### config.mk
export PLATFORM = sky130hd
export DESIGN_NAME = preemptive_priority_scheduler_aging_core
export DESIGN_NICKNAME = d
export VERILOG_FILES = /design/src/rtl/core/ppsa_pkg.sv /design/src/rtl/core/ppsa_cell.sv /design/src/rtl/core/preemptive_priority_scheduler_aging_core.sv
export VERILOG_INCLUDE_DIRS = /design/src /design/src/rtl/core
export SDC_FILE = /design/constraint.sdc
export NUM_CORES = 2
export LEC_CHECK = 0
export BUFFER_PORTS_ARGS = -buffer_cell sky130_fd_sc_hd__clkbuf_2
export CAP_MARGIN = 10
export CORE_UTILIZATION = 55
export CTS_CLUSTER_DIAMETER = 200
export DETAILED_ROUTE_END_ITERATION = 12
export HOLD_SLACK_MARGIN = 0.02
export MAX_ROUTING_LAYER = met4
export PLACE_DENSITY = 0.71
export SLEW_MARGIN = 20
export SYNTH_ARGS = -nofsm -noshare
export SYNTH_HDL_FRONTEND = slang
export SYNTH_SLANG_ARGS = --single-unit
### constraint.sdc
create_clock -name clk -period 17.8 [get_ports clk]
set_input_delay 2.67 -clock clk [delete_from_list [all_inputs] [get_ports clk]]
set_output_delay 2.67 -clock clk [all_outputs]
set_load 0.03 [all_outputs]
### src/rtl/core/preemptive_priority_scheduler_aging_core_assert.svh
// assertion macros for the scheduler core
// expects clk and rst in the scope of use
`ifndef PREEMPTIVE_PRIORITY_SCHEDULER_AGING_CORE_ASSERT_SVH
`define PREEMPTIVE_PRIORITY_SCHEDULER_AGING_CORE_ASSERT_SVH
`define PPSA_ASSERT_NOW(lbl, ante, cons, msg) \
  lbl: assert property (@(posedge clk) disable iff (rst) (ante) |-> (cons)) else $error(msg);
`define PPSA_ASSERT_NEXT(lbl, ante, cons, msg) \
  lbl: assert property (@(posedge clk) disable iff (rst) (ante) |=> (cons)) else $error(msg);
`endif

### src/rtl/core/ppsa_pkg.sv
// shared types and constants of the scheduler core
// no dependencies
package ppsa_pkg;
  localparam int MAX_ENTRIES_DEF = 16;
  localparam logic [7:0] AGING_RESET = 8'd1;
  localparam logic OP_LOAD = 1'b0;
  localparam logic OP_TICK = 1'b1;
  localparam logic signed [15:0] PRIO_MIN = 16'sh8000;

  typedef struct packed {
    logic [7:0]  id;
    logic [15:0] prio;
    logic [15:0] arr;
    logic [15:0] burst;
    logic [15:0] rem;
    logic        started;
    logic [15:0] resp;
  } entry_t;

  typedef struct packed {
    logic load;
    logic age;
    logic start;
    logic dec;
  } cell_ctl_t;
endpackage

### src/rtl/core/ppsa_cell.sv
// one process table entry with load, aging, start and run updates
// depends on ppsa_pkg
module ppsa_cell (
  input  logic               clk,
  input  logic               rst,
  input  ppsa_pkg::cell_ctl_t ctl,
  input  logic [7:0]         ld_id,
  input  logic [15:0]        ld_prio,
  input  logic [15:0]        ld_arr,
  input  logic [15:0]        ld_burst,
  input  logic [15:0]        now,
  input  logic [7:0]         step,
  input  logic [15:0]        start_resp,
  output ppsa_pkg::entry_t   ent
);
  logic [16:0] aged;

  assign aged = {ent.prio[15], ent.prio} - {9'b0, step};

  always_ff @(posedge clk) begin
    if (ctl.load) begin
      ent.id <= ld_id;
      ent.prio <= ld_prio;
      ent.arr <= ld_arr;
      ent.burst <= (ld_burst == 16'd0) ? 16'd1 : ld_burst;
      ent.rem <= (ld_burst == 16'd0) ? 16'd1 : ld_burst;
      ent.resp <= 16'd0;
    end else begin
      if (ctl.age && ent.rem != 16'd0 && ent.arr <= now && !ent.started) begin
        ent.prio <= (aged[16] != aged[15]) ? ppsa_pkg::PRIO_MIN : aged[15:0];
      end
      if (ctl.start && !ent.started) begin
        ent.resp <= start_resp;
      end
      if (ctl.dec) begin
        ent.rem <= ent.rem - 16'd1;
      end
    end
    if (rst) begin
      ent.started <= 1'b0;
    end else if (ctl.load) begin
      ent.started <= 1'b0;
    end else if (ctl.start) begin
      ent.started <= 1'b1;
    end
  end
endmodule

### src/rtl/core/preemptive_priority_scheduler_aging_core.sv
// scheduler core: row of entry cells and the tick sequencer
// depends on ppsa_pkg, ppsa_cell and the assertion header
// a tick runs the aging step, the arrival scan and the run step, and on a completion
// also the selection scan; the scans visit one table entry per cycle
// one transaction in flight; the result waits in the output register
// rst is synchronous: table empty, clock and counters zero, aging_step 1
`include "preemptive_priority_scheduler_aging_core_assert.svh"
module preemptive_priority_scheduler_aging_core #(
  parameter int MAX_ENTRIES = ppsa_pkg::MAX_ENTRIES_DEF
) (
  input  logic        clk,
  input  logic        rst,
  input  logic        in_valid,
  output logic        in_stall,
  input  logic        operation,
  input  logic [7:0]  proc_id,
  input  logic signed [15:0] prio_value,
  input  logic [15:0] arrive_at,
  input  logic [15:0] burst_len,
  output logic        out_valid,
  input  logic        out_stall,
  output logic [15:0] now_tick,
  output logic        run_valid,
  output logic [7:0]  run_id,
  output logic        idle_flag,
  output logic        preempt_flag,
  output logic        done_valid,
  output logic [7:0]  done_id,
  output logic [15:0] turnaround_ticks,
  output logic [15:0] wait_ticks,
  output logic [15:0] response_ticks,
  output logic [15:0] busy_ticks,
  output logic        all_done,
  input  logic        cfg_we,
  input  logic [7:0]  cfg_data
);
  localparam int IW = $clog2(MAX_ENTRIES);
  localparam int CW = $clog2(MAX_ENTRIES + 1);
  localparam logic [CW-1:0] MAXC = CW'(MAX_ENTRIES);

  localparam logic [2:0] S_IDLE = 3'd0;
  localparam logic [2:0] S_AGE  = 3'd1;
  localparam logic [2:0] S_ARR  = 3'd2;
  localparam logic [2:0] S_RUN  = 3'd3;
  localparam logic [2:0] S_SEL  = 3'd4;
  localparam logic [2:0] S_FIN  = 3'd5;
  localparam logic [2:0] S_OUT  = 3'd6;

  logic [2:0]    state;
  logic [7:0]    step;
  logic [CW-1:0] count;
  logic [CW-1:0] finished;
  logic [CW-1:0] scan;
  logic [IW-1:0] cur;
  logic          cur_valid;
  logic [15:0]   now;
  logic [15:0]   busy;
  logic [16:0]   fin;
  logic          arrived, ran, preempt, done;
  logic [7:0]    rid, did;
  logic [15:0]   turn, wt, resp;

  ppsa_pkg::entry_t    ent [MAX_ENTRIES];
  ppsa_pkg::cell_ctl_t ctl [MAX_ENTRIES];
  ppsa_pkg::entry_t    se, ce;
  logic [IW-1:0]       sidx;
  logic                ld_go, start_go, dec_go;
  logic [IW-1:0]       start_idx;
  logic [15:0]         start_resp;
  logic [16:0]         turn_raw;
  logic [15:0]         turn_sat;
  logic                accept;

  assign accept = in_valid && !in_stall;
  assign in_stall = (state != S_IDLE) || out_valid;
  assign sidx = scan[IW-1:0];
  assign se = ent[sidx];
  assign ce = ent[cur];
  assign ld_go = accept && operation == ppsa_pkg::OP_LOAD && count < MAXC;
  assign dec_go = state == S_RUN && cur_valid;
  assign turn_raw = (fin >= {1'b0, ce.arr}) ? fin - {1'b0, ce.arr} : 17'd0;
  assign turn_sat = turn_raw[16] ? 16'hFFFF : turn_raw[15:0];

  always_comb begin
    start_go = 1'b0;
    start_idx = sidx;
    start_resp = 16'd0;
    if (state == S_ARR && scan != count && se.arr == now && se.rem != 16'd0 &&
        (!cur_valid || $signed(se.prio) < $signed(ce.prio))) begin
      start_go = 1'b1;
      start_resp = now - se.arr;
    end else if (state == S_FIN && cur_valid) begin
      start_go = 1'b1;
      start_idx = cur;
      start_resp = fin[15:0] - ce.arr;
    end
  end

  for (genvar g = 0; g < MAX_ENTRIES; g++) begin : g_cell
    always_comb begin
      ctl[g].load = ld_go && count[IW-1:0] == IW'(g);
      ctl[g].age = state == S_AGE && CW'(g) < count;
      ctl[g].start = start_go && start_idx == IW'(g);
      ctl[g].dec = dec_go && cur == IW'(g);
    end
    ppsa_cell u_cell (
      .clk(clk), .rst(rst), .ctl(ctl[g]),
      .ld_id(proc_id), .ld_prio(prio_value), .ld_arr(arrive_at), .ld_burst(burst_len),
      .now(now), .step(step), .start_resp(start_resp), .ent(ent[g])
    );
  end

  always_ff @(posedge clk) begin
    if (rst) begin
      state <= S_IDLE;
      step <= ppsa_pkg::AGING_RESET;
      count <= '0;
      finished <= '0;
      cur <= '0;
      cur_valid <= 1'b0;
      now <= 16'd0;
      busy <= 16'd0;
      out_valid <= 1'b0;
    end else begin
      if (cfg_we) step <= cfg_data;
      if (out_valid && !out_stall) out_valid <= 1'b0;
      case (state)
        S_IDLE: begin
          if (ld_go) count <= count + CW'(1);
          if (accept && operation == ppsa_pkg::OP_TICK) begin
            state <= S_AGE;
            arrived <= 1'b0;
            ran <= 1'b0;
            preempt <= 1'b0;
            done <= 1'b0;
            rid <= 8'd0;
            did <= 8'd0;
            turn <= 16'd0;
            wt <= 16'd0;
            resp <= 16'd0;
            fin <= {1'b0, now} + 17'd1;
          end
        end
        S_AGE: begin
          scan <= '0;
          state <= S_ARR;
        end
        S_ARR: begin
          if (scan == count) begin
            state <= S_RUN;
          end else begin
            if (se.arr == now && se.rem != 16'd0) arrived <= 1'b1;
            if (start_go) begin
              if (cur_valid) preempt <= 1'b1;
              cur <= sidx;
              cur_valid <= 1'b1;
            end
            scan <= scan + CW'(1);
          end
        end
        S_RUN: begin
          state <= S_OUT;
          scan <= '0;
          if (cur_valid) begin
            ran <= 1'b1;
            rid <= ce.id;
            busy <= busy + 16'd1;
            if (ce.rem == 16'd1) begin
              done <= 1'b1;
              finished <= finished + CW'(1);
              did <= ce.id;
              turn <= turn_sat;
              wt <= (turn_sat >= ce.burst) ? turn_sat - ce.burst : 16'd0;
              resp <= ce.resp;
              cur_valid <= 1'b0;
              state <= S_SEL;
            end
          end
        end
        S_SEL: begin
          if (scan == count) begin
            state <= S_FIN;
          end else begin
            if (se.rem != 16'd0 && {1'b0, se.arr} <= fin &&
                (!cur_valid || $signed(se.prio) < $signed(ce.prio))) begin
              cur <= sidx;
              cur_valid <= 1'b1;
            end
            scan <= scan + CW'(1);
          end
        end
        S_FIN: begin
          state <= S_OUT;
        end
        S_OUT: begin
          out_valid <= 1'b1;
          now_tick <= now;
          run_valid <= ran;
          run_id <= rid;
          idle_flag <= !ran && !arrived;
          preempt_flag <= preempt;
          done_valid <= done;
          done_id <= did;
          turnaround_ticks <= turn;
          wait_ticks <= wt;
          response_ticks <= resp;
          busy_ticks <= busy;
          all_done <= finished == count;
          now <= now + 16'd1;
          state <= S_IDLE;
        end
        default: state <= S_IDLE;
      endcase
    end
  end

  `PPSA_ASSERT_NOW(a_fin_le_count, 1'b1, finished <= count, "finished exceeds loaded count")
  `PPSA_ASSERT_NOW(a_cur_in_table, cur_valid, CW'(cur) < count, "current entry out of table")
  `PPSA_ASSERT_NEXT(a_tick_starts, accept && operation == ppsa_pkg::OP_TICK, state == S_AGE,
                    "tick did not start aging")
  `PPSA_ASSERT_NOW(a_done_ran, out_valid && done_valid, run_valid, "completion without run")
endmodule
==> run summary <==
Status -> completed
Wire length of the first global-routing pass -> 451 mm
Yosys warning count -> 0
Final setup fails -> 0
Vias per cell -> 6.78
Routed vias -> 67.9k
CP Launch Type -> register
Cell repeated most along the worst path -> o21ai_0
Syn_nets -> 8,179
Routed Antenna Nets -> 0
Final Max Tran Viols -> 0
Sw frac -> 25.8%
Clock Power Share -> 41.9%
Initial antenna violation count -> 14
Per-cell routed wire length -> 31.2 um
Comb power frac -> 11.5%
Clock sink count -> 1,674
Maxcap violations -> 0
Fillers -> 12.8k
Die width -> 412 um
Net Sw Power -> 2.42 mW
Worst setup path category -> register to register
Vias in the first global route -> 64.7k
RePlAce Congestion -> 1.04
Worst slew margin -> 18.3%
Peak supply drop -> 104 uV
Synth unique cells -> 89
Sequential group share of total power -> 46.7%
Max frequency -> 120 MHz
DRC -> 0
Resize count post-CTS -> 0
Final cell count without fillers -> 10.0k
Share of layout cells above drive strength 1 -> 16.1%
Largest area contributor in the netlist -> edfxtp_1
Arrival time at the worst endpoint -> 8910 ps
Hold Buf Count CTS -> 0
Leakage power total -> 34.8 nW
Grt total ovfl -> 0
Clk pin slew, worst setup/hold paths -> 60 ps
Synth Flop Type -> edfxtp_1
Pint -> 6.96 mW
GRT Util Overall -> 37.9%
Synthesized area per cell -> 12.2 um^2
Cell count after synthesis -> 7,588
CP max stage cell -> dfxtp_4
Hpwl dp -> 210 mm
Min Tclk post-route -> 8350 ps
Largest cells by area after synthesis -> edfxtp_1 44%, mux4_2 13%, dfxtp_1 7.2%
Area grow syn2layout -> 10.3%
Top cell type's share of synthesized area -> 43.6%
Top cells by count, synth -> 1,343 x edfxtp_1, 872 x nor2_1, 519 x mux4_2, 502 x ha_1, 454 x a21oi_1
Initial Utilization -> 55.4%
Final Cycle Share -> 46.9%
Clock root cell -> clkbuf_16
Critical Path RT -> 18,360 ps
CTS tree -> yes
Drt pass-1 iters -> 6
Full die area -> 170,000 um^2
Clock latency on the worst-skew pair -> 880 ps
Initial drt markers -> 9,845
Clock Skew -> 71.8 ps
RSZ-0062 raised after global routing -> no
Pin count of the biggest net entering global routing -> 134
Clock buffer depth -> 3
IO Count -> 173
Cell Rows -> 150
Placed Area -> 95,900 um^2
Placeable Area -> 167,000 um^2
Yosys reg bits -> 1,674
Most common cell in the netlist -> edfxtp_1
EDFF count, synth -> 1,343
Final TNS setup -> 0 ps
Power Dens Cells -> 91.8 nW/um^2
Final hold violations -> 0
H-Tree Depth -> 4
Seq/Total Area, Yosys -> 50.7%
CP endpoint kind -> register
Worst-Margin Slew -> 1230 ps
Routed WL -> 313 mm
Buffers on Ports -> 172
Cells on Worst Hold Path -> 0
Placed Cells -> 9,677
Async set or reset register ratio after synthesis -> 0%
Tightest Hold Check Type -> register to register
CP peak stage delay -> 780 ps
Mapped Area -> 92,600 um^2
Post-CTS Setup Inserts -> 0
CP max FO -> 51
R2R cell count -> 26
Cts bufs inserted -> 178
Final #Nets -> 8,246
Design area -> 102,000 um^2
Die height -> 412 um
-- area by class of cell --
class | instances | area (um^2) | area share, %
Sequential cell | 1674 | 47000 | 46.0
Timing Repair Buffer | 334 | 2150 | 2.10
Antenna cell | 11 | 27.5 | 0.0269
Clock inverter | 106 | 1280 | 1.25
Tap cell | 2204 | 2760 | 2.70
Multi-Input combinational cell | 5173 | 42900 | 42.0
Clock buffer | 227 | 4920 | 4.81
Inverter | 294 | 1140 | 1.12
-- flip-flops by register name, indices dropped and copies added, names as in the netlist, 8 cells and up --
name / count
wait_ticks: 16
busy_ticks: 16
g_cell.u_cell.ent: 1424
fin: 17
did: 8
turn: 16
resp: 16
response_ticks: 16
rid: 8
run_id: 8
step: 8
wt: 16
busy: 16
done_id: 8
turnaround_ticks: 16
now: 16
now_tick: 16
-- power by group through the flow --
stage / Combinational, mW / Clock [mW] / Sequential, mW
after floorplan: 0.712 / 0 / 4.44
after global placement: 1.04 / 0 / 4.45
after detailed placement: 1.05 / 0 / 4.46
after CTS: 1.06 / 3.94 / 4.38
after global routing: 1.14 / 4.09 / 4.38
final: 1.08 / 3.93 / 4.38
-- layer usage --
| metal | track usage [%] | vias to the layer above | share of wire [%] |
|---|---|---|---|
| met4 | 17.2 | 0 | 5.3 |
| met2 | 54.7 | 4445 | 44 |
| met5 | - | - | 0 |
| li1 | - | 28900 | - |
| met1 | 51.2 | 33800 | 38 |
| met3 | 8.33 | 781 | 13 |
-- final timing paths --
check,to,startpoint,slack [ps]
hold / removal,wait_ticks[1]$_DFFE_PP_,wt[1]$_SDFFCE_PN0P_,380
setup / recovery,wt[10]$_SDFFCE_PN0P_,cur[0]$_SDFFE_PP0P_,9450
setup reg to reg,wt[10]$_SDFFCE_PN0P_,cur[0]$_SDFFE_PP0P_,9450
hold reg to reg,wait_ticks[1]$_DFFE_PP_,wt[1]$_SDFFCE_PN0P_,380
-- metrics by stage --
step / hold WS (ps) / total power [mW] / setup slack (ps) / util [%]
floorplan: 400 / 5.15 / 9750 / -
global placement: 402 / 5.49 / 9210 / 57.3
detailed placement: 405 / 5.51 / 9250 / 57.3
CTS: 382 / 9.37 / 9220 / 61.0
global route: 391 / 9.62 / 8880 / 61.1
finish: 379 / 9.38 / 9450 / 61.1
-- logic make-up (layout without fill, tap and decap cells) --
family / count (synthesis) / in the layout / share of synthesized area (%)
compound gates: 1359 / 1359 / 9.45
xor+xnor: 489 / 489 / 4.62
fa+ha+maj: 522 / 522 / 7.20
buf+inv: 741 / 961 / 3.17
flops: 1674 / 1674 / 50.7
mux: 619 / 619 / 13.7
other cells: 0 / 11 / 0
simple gates: 2184 / 2184 / 11.1
-- cell usage in the layout (no fill, tap or decap), types with 97 or more instances in the layout --
cell type  count
clkbuf_16    184
xnor2_1      334
mux2i_1       97
nor3_1       231
nor2_1       870
mux4_2       519
ha_1         502
o21ai_0      203
clkbuf_2     171
edfxtp_1    1343
buf_4        155
a21oi_1      453
inv_1        277
dfxtp_1      327
nand2_1      432
xor2_1       154
o31ai_1      172
-- worst max-delay path: cells and delay by family, from the launching register on --
family,cells,cell delay [ps]
xor+xnor,1,160
mux,2,1070
flops,1,780
fa+ha+maj,3,910
simple gates,5,870
buf+inv,4,1200
compound gates,11,2930
Power figures use the tool's default switching activity.
